[src/hdl/grex_pkg.sv]
`timescale 1ns / 1ps
// ----------------------------------------------------------------------------
// grex_pkg - glyph run extents shared definitions
// Field widths and the default coordinate width used by the accumulator.
// ----------------------------------------------------------------------------
package grex_pkg;

  // Width of every coordinate field on the ports.
  localparam int FIELD_BITS = 32;

  // Default width of the internal coordinate arithmetic.
  localparam int COORD_BITS_DEF = 32;

  // Widest coordinate supported; used as an intermediate for extension.
  localparam int EXT_BITS = 64;

endpackage

[src/hdl/glyph_run_extents_accumulator_top.sv]
`timescale 1ns / 1ps
// ----------------------------------------------------------------------------
// glyph_run_extents_accumulator_top - glyph run extents accumulator
// Accumulates pen position, ink bounding box and logical rectangle over a
// run of glyphs and emits both rectangles on the last glyph of the run.
// ----------------------------------------------------------------------------
//  channel | handshake              | payload
//  --------+------------------------+------------------------------------------
//  in      | in_valid / in_stall    | first_glyph, last_glyph, ink_*, logic_*,
//          |                        | advance, offset_x, offset_y
//  out     | out_valid / out_stall  | run_ink_*, run_logical_*
//
//  One glyph per cycle while in_stall is low. A request is captured in the
//  input register; as it leaves that register the running state updates and,
//  for a last glyph, the result register loads. Synchronous reset clears both
//  valid flags and all running state to zero. A held result stalls only a last
//  glyph waiting behind it, and the glyphs behind that; other glyphs keep flowing.
// ----------------------------------------------------------------------------
module glyph_run_extents_accumulator_top
  import grex_pkg::*;
#(
  parameter int COORD_BITS = COORD_BITS_DEF
) (
  input  logic                         clk,
  input  logic                         rst,
  input  logic                         in_valid,
  output logic                         in_stall,
  input  logic                         first_glyph,
  input  logic                         last_glyph,
  input  logic signed [FIELD_BITS-1:0] ink_left,
  input  logic signed [FIELD_BITS-1:0] ink_top,
  input  logic signed [FIELD_BITS-1:0] ink_span_x,
  input  logic signed [FIELD_BITS-1:0] ink_span_y,
  input  logic signed [FIELD_BITS-1:0] logic_top,
  input  logic signed [FIELD_BITS-1:0] logic_span_y,
  input  logic signed [FIELD_BITS-1:0] advance,
  input  logic signed [FIELD_BITS-1:0] offset_x,
  input  logic signed [FIELD_BITS-1:0] offset_y,
  output logic                         out_valid,
  input  logic                         out_stall,
  output logic signed [FIELD_BITS-1:0] run_ink_x,
  output logic signed [FIELD_BITS-1:0] run_ink_y,
  output logic signed [FIELD_BITS-1:0] run_ink_width,
  output logic signed [FIELD_BITS-1:0] run_ink_height,
  output logic signed [FIELD_BITS-1:0] run_logical_y,
  output logic signed [FIELD_BITS-1:0] run_logical_width,
  output logic signed [FIELD_BITS-1:0] run_logical_height
);

  typedef logic signed [COORD_BITS-1:0] coord_t;

  // Port field to coordinate: sign extend, then wrap to COORD_BITS.
  function automatic coord_t to_coord(input logic signed [FIELD_BITS-1:0] v);
    logic signed [EXT_BITS-1:0] e;
    e = EXT_BITS'(v);
    return e[COORD_BITS-1:0];
  endfunction

  // Coordinate to port field: zero extend, then keep the low field bits.
  function automatic logic signed [FIELD_BITS-1:0] to_field(input coord_t v);
    logic [EXT_BITS-1:0] e;
    e = EXT_BITS'(unsigned'(v));
    return e[FIELD_BITS-1:0];
  endfunction

  // ---------------- input register ----------------
  logic   s1_valid;
  logic   s1_first;
  logic   s1_last;
  logic   s1_has_ink;
  coord_t s1_gxo;      // ink_left + offset_x
  coord_t s1_gxo_end;  // ink_left + offset_x + ink_span_x
  coord_t s1_top;
  coord_t s1_top_end;
  coord_t s1_gw;
  coord_t s1_gh;
  coord_t s1_ly;
  coord_t s1_ly_end;
  coord_t s1_lh;
  coord_t s1_adv;

  logic   in_accept;
  logic   s1_adv_ok;
  logic   out_free;
  logic   out_load;
  coord_t c_gxo;
  coord_t c_top;
  coord_t c_gw;
  coord_t c_gh;
  coord_t c_ly;

  assign out_free  = !out_valid || !out_stall;
  assign s1_adv_ok = s1_valid && (!s1_last || out_free);
  assign in_stall  = s1_valid && !s1_adv_ok;
  assign in_accept = in_valid && !in_stall;
  assign out_load  = s1_adv_ok && s1_last;

  always_comb begin
    c_gxo = to_coord(ink_left) + to_coord(offset_x);
    c_top = to_coord(ink_top) + to_coord(offset_y);
    c_gw  = to_coord(ink_span_x);
    c_gh  = to_coord(ink_span_y);
    c_ly  = to_coord(logic_top);
  end

  always_ff @(posedge clk) begin
    if (rst) begin
      s1_valid <= 1'b0;
    end else begin
      s1_valid <= in_accept || (s1_valid && !s1_adv_ok);
    end
  end

  always_ff @(posedge clk) begin
    if (in_accept) begin
      s1_first   <= first_glyph;
      s1_last    <= last_glyph;
      s1_has_ink <= (c_gw != '0) && (c_gh != '0);
      s1_gxo     <= c_gxo;
      s1_gxo_end <= c_gxo + c_gw;
      s1_top     <= c_top;
      s1_top_end <= c_top + c_gh;
      s1_gw      <= c_gw;
      s1_gh      <= c_gh;
      s1_ly      <= c_ly;
      s1_ly_end  <= c_ly + to_coord(logic_span_y);
      s1_lh      <= to_coord(logic_span_y);
      s1_adv     <= to_coord(advance);
    end
  end

  // ---------------- running state ----------------
  coord_t pen_position;
  coord_t acc_ink_x;
  coord_t acc_ink_y;
  coord_t acc_ink_width;
  coord_t acc_ink_height;
  coord_t acc_logical_y;
  coord_t acc_logical_width;
  coord_t acc_logical_height;

  coord_t pen_position_next;
  coord_t acc_ink_x_next;
  coord_t acc_ink_y_next;
  coord_t acc_ink_width_next;
  coord_t acc_ink_height_next;
  coord_t acc_logical_y_next;
  coord_t acc_logical_width_next;
  coord_t acc_logical_height_next;

  // state as seen by this glyph: a first glyph starts from zero
  coord_t pen_e;
  coord_t ink_x_e;
  coord_t ink_y_e;
  coord_t ink_w_e;
  coord_t ink_h_e;
  coord_t lw_e;
  coord_t left;
  coord_t right;
  coord_t ux_pos;
  coord_t ux_len;
  coord_t uy_pos;
  coord_t uy_len;
  coord_t ul_pos;
  coord_t ul_len;

  always_comb begin
    pen_e   = s1_first ? '0 : pen_position;
    ink_x_e = s1_first ? '0 : acc_ink_x;
    ink_y_e = s1_first ? '0 : acc_ink_y;
    ink_w_e = s1_first ? '0 : acc_ink_width;
    ink_h_e = s1_first ? '0 : acc_ink_height;
    lw_e    = s1_first ? '0 : acc_logical_width;
    left    = pen_e + s1_gxo;
    right   = pen_e + s1_gxo_end;
  end

  grex_union #(.COORD_BITS(COORD_BITS)) u_ink_x (
    .a_pos (ink_x_e),
    .a_len (ink_w_e),
    .b_pos (left),
    .b_end (right),
    .u_pos (ux_pos),
    .u_len (ux_len)
  );

  grex_union #(.COORD_BITS(COORD_BITS)) u_ink_y (
    .a_pos (ink_y_e),
    .a_len (ink_h_e),
    .b_pos (s1_top),
    .b_end (s1_top_end),
    .u_pos (uy_pos),
    .u_len (uy_len)
  );

  grex_union #(.COORD_BITS(COORD_BITS)) u_logical_y (
    .a_pos (acc_logical_y),
    .a_len (acc_logical_height),
    .b_pos (s1_ly),
    .b_end (s1_ly_end),
    .u_pos (ul_pos),
    .u_len (ul_len)
  );

  always_comb begin
    acc_ink_x_next      = ink_x_e;
    acc_ink_y_next      = ink_y_e;
    acc_ink_width_next  = ink_w_e;
    acc_ink_height_next = ink_h_e;
    if (s1_has_ink) begin
      // an empty box (zero width or height) is replaced, not extended
      if (ink_w_e == '0 || ink_h_e == '0) begin
        acc_ink_x_next      = left;
        acc_ink_y_next      = s1_top;
        acc_ink_width_next  = s1_gw;
        acc_ink_height_next = s1_gh;
      end else begin
        acc_ink_x_next      = ux_pos;
        acc_ink_y_next      = uy_pos;
        acc_ink_width_next  = ux_len;
        acc_ink_height_next = uy_len;
      end
    end
    acc_logical_width_next  = lw_e + s1_adv;
    acc_logical_y_next      = s1_first ? s1_ly : ul_pos;
    acc_logical_height_next = s1_first ? s1_lh : ul_len;
    pen_position_next       = pen_e + s1_adv;
  end

  always_ff @(posedge clk) begin
    if (rst) begin
      pen_position       <= '0;
      acc_ink_x          <= '0;
      acc_ink_y          <= '0;
      acc_ink_width      <= '0;
      acc_ink_height     <= '0;
      acc_logical_y      <= '0;
      acc_logical_width  <= '0;
      acc_logical_height <= '0;
    end else if (s1_adv_ok) begin
      pen_position       <= pen_position_next;
      acc_ink_x          <= acc_ink_x_next;
      acc_ink_y          <= acc_ink_y_next;
      acc_ink_width      <= acc_ink_width_next;
      acc_ink_height     <= acc_ink_height_next;
      acc_logical_y      <= acc_logical_y_next;
      acc_logical_width  <= acc_logical_width_next;
      acc_logical_height <= acc_logical_height_next;
    end
  end

  // ---------------- result register ----------------
  always_ff @(posedge clk) begin
    if (rst) begin
      out_valid <= 1'b0;
    end else begin
      out_valid <= out_load || (out_valid && out_stall);
    end
  end

  always_ff @(posedge clk) begin
    if (out_load) begin
      run_ink_x          <= to_field(acc_ink_x_next);
      run_ink_y          <= to_field(acc_ink_y_next);
      run_ink_width      <= to_field(acc_ink_width_next);
      run_ink_height     <= to_field(acc_ink_height_next);
      run_logical_y      <= to_field(acc_logical_y_next);
      run_logical_width  <= to_field(acc_logical_width_next);
      run_logical_height <= to_field(acc_logical_height_next);
    end
  end

`ifndef SYNTHESIS
  // back pressure only comes from a pending request
  a_stall_needs_item: assert property (@(posedge clk) disable iff (rst)
    in_stall |-> s1_valid)
    else $error("in_stall raised with empty input register");

  // a held result is never overwritten
  a_no_overwrite: assert property (@(posedge clk) disable iff (rst)
    (out_valid && out_stall) |-> !out_load)
    else $error("result register overwritten while stalled");

  // a new result only follows a last glyph leaving the input register
  a_result_source: assert property (@(posedge clk) disable iff (rst)
    $rose(out_valid) |-> $past(s1_adv_ok && s1_last))
    else $error("result appeared without a last glyph");

  // state only moves when a glyph is consumed
  a_pen_hold: assert property (@(posedge clk) disable iff (rst)
    (!s1_valid) |=> $stable(pen_position) || $past(rst))
    else $error("pen position changed with no glyph");
`endif

endmodule

[src/hdl/grex_union.sv]
`timescale 1ns / 1ps
// ----------------------------------------------------------------------------
// grex_union - one-axis span union
// Merges a held span (pos, len) with a new span (pos, end) by signed
// min/max; all arithmetic wraps at COORD_BITS.
// ----------------------------------------------------------------------------
module grex_union
  import grex_pkg::*;
#(
  parameter int COORD_BITS = COORD_BITS_DEF
) (
  input  logic signed [COORD_BITS-1:0] a_pos,
  input  logic signed [COORD_BITS-1:0] a_len,
  input  logic signed [COORD_BITS-1:0] b_pos,
  input  logic signed [COORD_BITS-1:0] b_end,
  output logic signed [COORD_BITS-1:0] u_pos,
  output logic signed [COORD_BITS-1:0] u_len
);

  logic signed [COORD_BITS-1:0] a_end;
  logic signed [COORD_BITS-1:0] u_end;

  always_comb begin
    a_end = a_pos + a_len;
    u_pos = (b_pos < a_pos) ? b_pos : a_pos;
    u_end = (a_end < b_end) ? b_end : a_end;
    u_len = u_end - u_pos;
  end

endmodule

[config.mk]
export PLATFORM = sky130hd
export DESIGN_NAME = glyph_run_extents_accumulator_top
export DESIGN_NICKNAME = d
export VERILOG_FILES = /design/src/hdl/grex_pkg.sv /design/src/hdl/glyph_run_extents_accumulator_top.sv /design/src/hdl/grex_union.sv
export SDC_FILE = /design/constraint.sdc
export NUM_CORES = 2
export LEC_CHECK = 0
export BUFFER_PORTS_ARGS = -buffer_cell sky130_fd_sc_hd__buf_2
export CAP_MARGIN = 15
export CORE_ASPECT_RATIO = 0.75
export CORE_UTILIZATION = 45
export CTS_CLUSTER_SIZE = 16
export DETAILED_ROUTE_END_ITERATION = 7
export GPL_ROUTABILITY_DRIVEN = 0
export SYNTH_ARGS = -nofsm -noshare
export SYNTH_HDL_FRONTEND = slang
export SYNTH_SLANG_ARGS = --single-unit
[constraint.sdc]
create_clock -name clk -period 38.8 [get_ports clk]
set_input_delay 1.94 -clock clk [delete_from_list [all_inputs] [get_ports clk]]
set_output_delay 1.94 -clock clk [all_outputs]
set_load 0.01 [all_outputs]
==> results.txt <==
Status - finished clean
Multi-input combinational cell area - 0.0335 mm2
GRT overflow - 0
Syn_area_per_cell - 9.05 um2
Total negative setup slack - 0 ns
Setup bufs post-CTS - 0
Drt wl/cell - 22.3 um
Static leakage - 28.3 nW
# rows - 112
CTS tree - built
Syn_nets - 7230
Slew headroom - 15.8%
Post-layout minimum cycle time - 12.36 ns
Top_reg_cell synth - edfxtp_1
Detailed-route DRC error count - 0
Total track usage - 28.6%
Final Hold Viols - 0
First-pass GRT wire length - 279000 um
I/O pins - 520
Mapped Cells - 6297
I/O Buffers - 519
Max-cap violations - 0
DR vias/cell - 5.84
Root Buffer - clkbuf_16
Util after Layout - 51.4%
Fmax - 80.9 MHz
WL final - 189000 um
Dpl hpwl - 145000 um
CORE AREA - 0.125 mm2
Total CTS buffers - 88
# hold bufs at CTS - 0
EDFF count, synth - 547
CTS Sinks - 805
Maximum VDD drop - 0.0512 mV
Die height - 310 um
Unrepaired setup endpoints after global routing - false
Final setup fails - 0
Seq cells post-synth - 805
Die Wd - 413 um
CTS clk-pin slew, worst paths - 0.06 ns
Fin. max-slew vios - 0
Post-route cell area - 0.0643 mm2
Syn. warnings - 0
Area grow syn2layout - 12.8%
Vias after detailed routing - 49500
Storage cell area - 0.0216 mm2
# H-tree levels - 3
Layout cells sized above 1 - 11.8%
Clock Tree Buf Depth - 3
Number of nets still failing antenna checks after routing - 0
Initial antenna violation count - 11
Final hold slack - 0.446 ns
Initial Utilization - 45.6%
Worst path most repeated cell - a21oi_1
CP max stage delay - 0.85 ns
Post_cts resized - 0
Capturing element type of the critical path - flop
Vias in the first global route - 45100
Fin nets - 7677
Worst-Skew Late Latency - 0.73 ns
Startpoint Class - flop
DP Area - 0.0613 mm2
CP top delay family - compound AO/OA/AOI/OAI gates
Worst Hold Class - flop to flop
CP Class - flop to flop
Pwr/cell area - 63.9 mW/mm2
Critical path data required time - 39.23 ns
Least-Margin Pin Slew - 1.26 ns
# fillers - 11700
DR pass1 iterations - 6
Iter 0 DRT Violations - 4729
Fin crit share - 31.8%
Asr flop ratio synth - 0%
Mapped cell area - 0.0570 mm2
CP arrival - 12.79 ns
Full die area - 0.128 mm2
CP Buf/Inv Count - 4
Pin count of the biggest net entering global routing - 131
Worst clock skew - 0.0340 ns
Worst-path cell with the longest stage delay - o311ai_0
CP max FO - 49
Post-synthesis sequential area ratio - 37.9%
Synth cell types - 94
## final cells by class
cell class | count | area share, %
sequential | 805 | 33.6
timing repair buffer | 566 | 4.64
multi-input combinational | 4960 | 52.0
clock inverter | 40 | 0.681
inverter | 323 | 1.89
antenna | 6 | 0.0233
tap | 1653 | 3.22
clock buffer | 126 | 3.95
## power breakdown
| group | internal (mW) | total (mW) | switching, mW |
|---|---|---|---|
| sequential | 1.08 | 1.15 | 0.0681 |
| clock | 0.500 | 0.885 | 0.385 |
| combinational | 0.793 | 2.08 | 1.29 |
| total | 2.37 | 4.11 | 1.74 |
## cell usage after synthesis, types with 25 or more instances
master | count | area share [%]
a211oi_1 | 50 | 0.66
a21o_1 | 231 | 3.0
a21oi_1 | 658 | 5.8
a311oi_1 | 39 | 0.60
a31oi_1 | 54 | 0.59
and3_1 | 53 | 0.58
clkbuf_1 | 167 | 1.1
dfxtp_1 | 258 | 9.1
edfxtp_1 | 547 | 29
ha_1 | 628 | 14
inv_1 | 322 | 2.1
mux2_2 | 44 | 0.87
mux2i_1 | 106 | 1.9
nand2_1 | 803 | 5.3
nand2b_1 | 57 | 0.63
nand3_1 | 95 | 0.83
nand4_1 | 48 | 0.53
nor2_1 | 504 | 3.3
nor2b_1 | 181 | 2.0
nor3_1 | 92 | 0.81
nor4_1 | 43 | 0.47
o211ai_1 | 25 | 0.33
o21a_1 | 72 | 0.95
o21ai_0 | 299 | 2.6
o21bai_1 | 86 | 1.1
o31ai_1 | 34 | 0.45
or3_1 | 32 | 0.35
xnor2_1 | 301 | 4.6
xor2_1 | 107 | 1.6
## worst register-to-register path, delay by kind of cell, from the launching register on
kind / cells / cell delay, ns
AO/OA/AOI/OAI: 23 / 5.44
adder cells (fa/ha/maj): 3 / 0.92
XOR/XNOR: 3 / 0.54
buffers and inverters: 4 / 2.09
flip-flops: 1 / 0.34
AND/OR/NAND/NOR: 10 / 2.75
## worst paths after layout
check                                      start           endpoint  slack (ns)  cells past startpoint
worst min register to register  pen_position[24]   pen_position[24]        0.45                      2
worst max-delay path                    s1_first  run_ink_width[31]       26.44                     43
worst min-delay path            pen_position[24]   pen_position[24]        0.45                      2
worst max register to register          s1_first  run_ink_width[31]       26.44                     43
## per-stage QoR
step	power [mW]	setup WS (ns)	cells
2_1_floorplan	2.60	22.31	6297
3_3_place_gp	3.17	26.90	8306
3_5_place_dp	3.18	26.70	8306
4_1_cts	4.08	26.63	8472
5_1_grt	4.35	25.60	8474
6_report	4.11	26.44	8479
## metal layers
| metal | wire (um) | track usage (%) | up-vias |
|---|---|---|---|
| li1 | - | - | 23800 |
| met1 | 90900 | 43.4 | 23500 |
| met2 | 76600 | 40.7 | 1994 |
| met3 | 16300 | 5.53 | 251 |
| met4 | 5410 | 8.14 | 12 |
| met5 | 64 | 0 | - |
## layout by cell type (no fill, tap or decap), types with 72 or more instances in the layout
cell	Yosys	layout
mux2i_1	106	106
o21a_1	72	72
clkbuf_16	0	91
edfxtp_1	547	547
a21o_1	231	231
dfxtp_1	258	258
inv_1	322	322
nand2_1	803	802
nor3_1	92	92
o21bai_1	86	86
nor2b_1	181	181
ha_1	628	628
nand3_1	95	95
xor2_1	107	107
a21oi_1	658	656
buf_2	15	518
nor2_1	504	501
o21ai_0	299	299
xnor2_1	301	301
## kinds of logic (layout without fill, tap and decap cells)
family	count (synthesis)	after routing	share of synthesized area, %
simple gates	1993	1993	15.9
mux	150	150	2.73
xor+xnor	408	408	6.27
other cells	0	6	0
buf+inv	532	1055	3.60
flops	805	805	37.9
fa+ha+maj	643	643	14.2
compound gates	1766	1766	19.4
No activity file was read; power rests on OpenSTA's default activity.
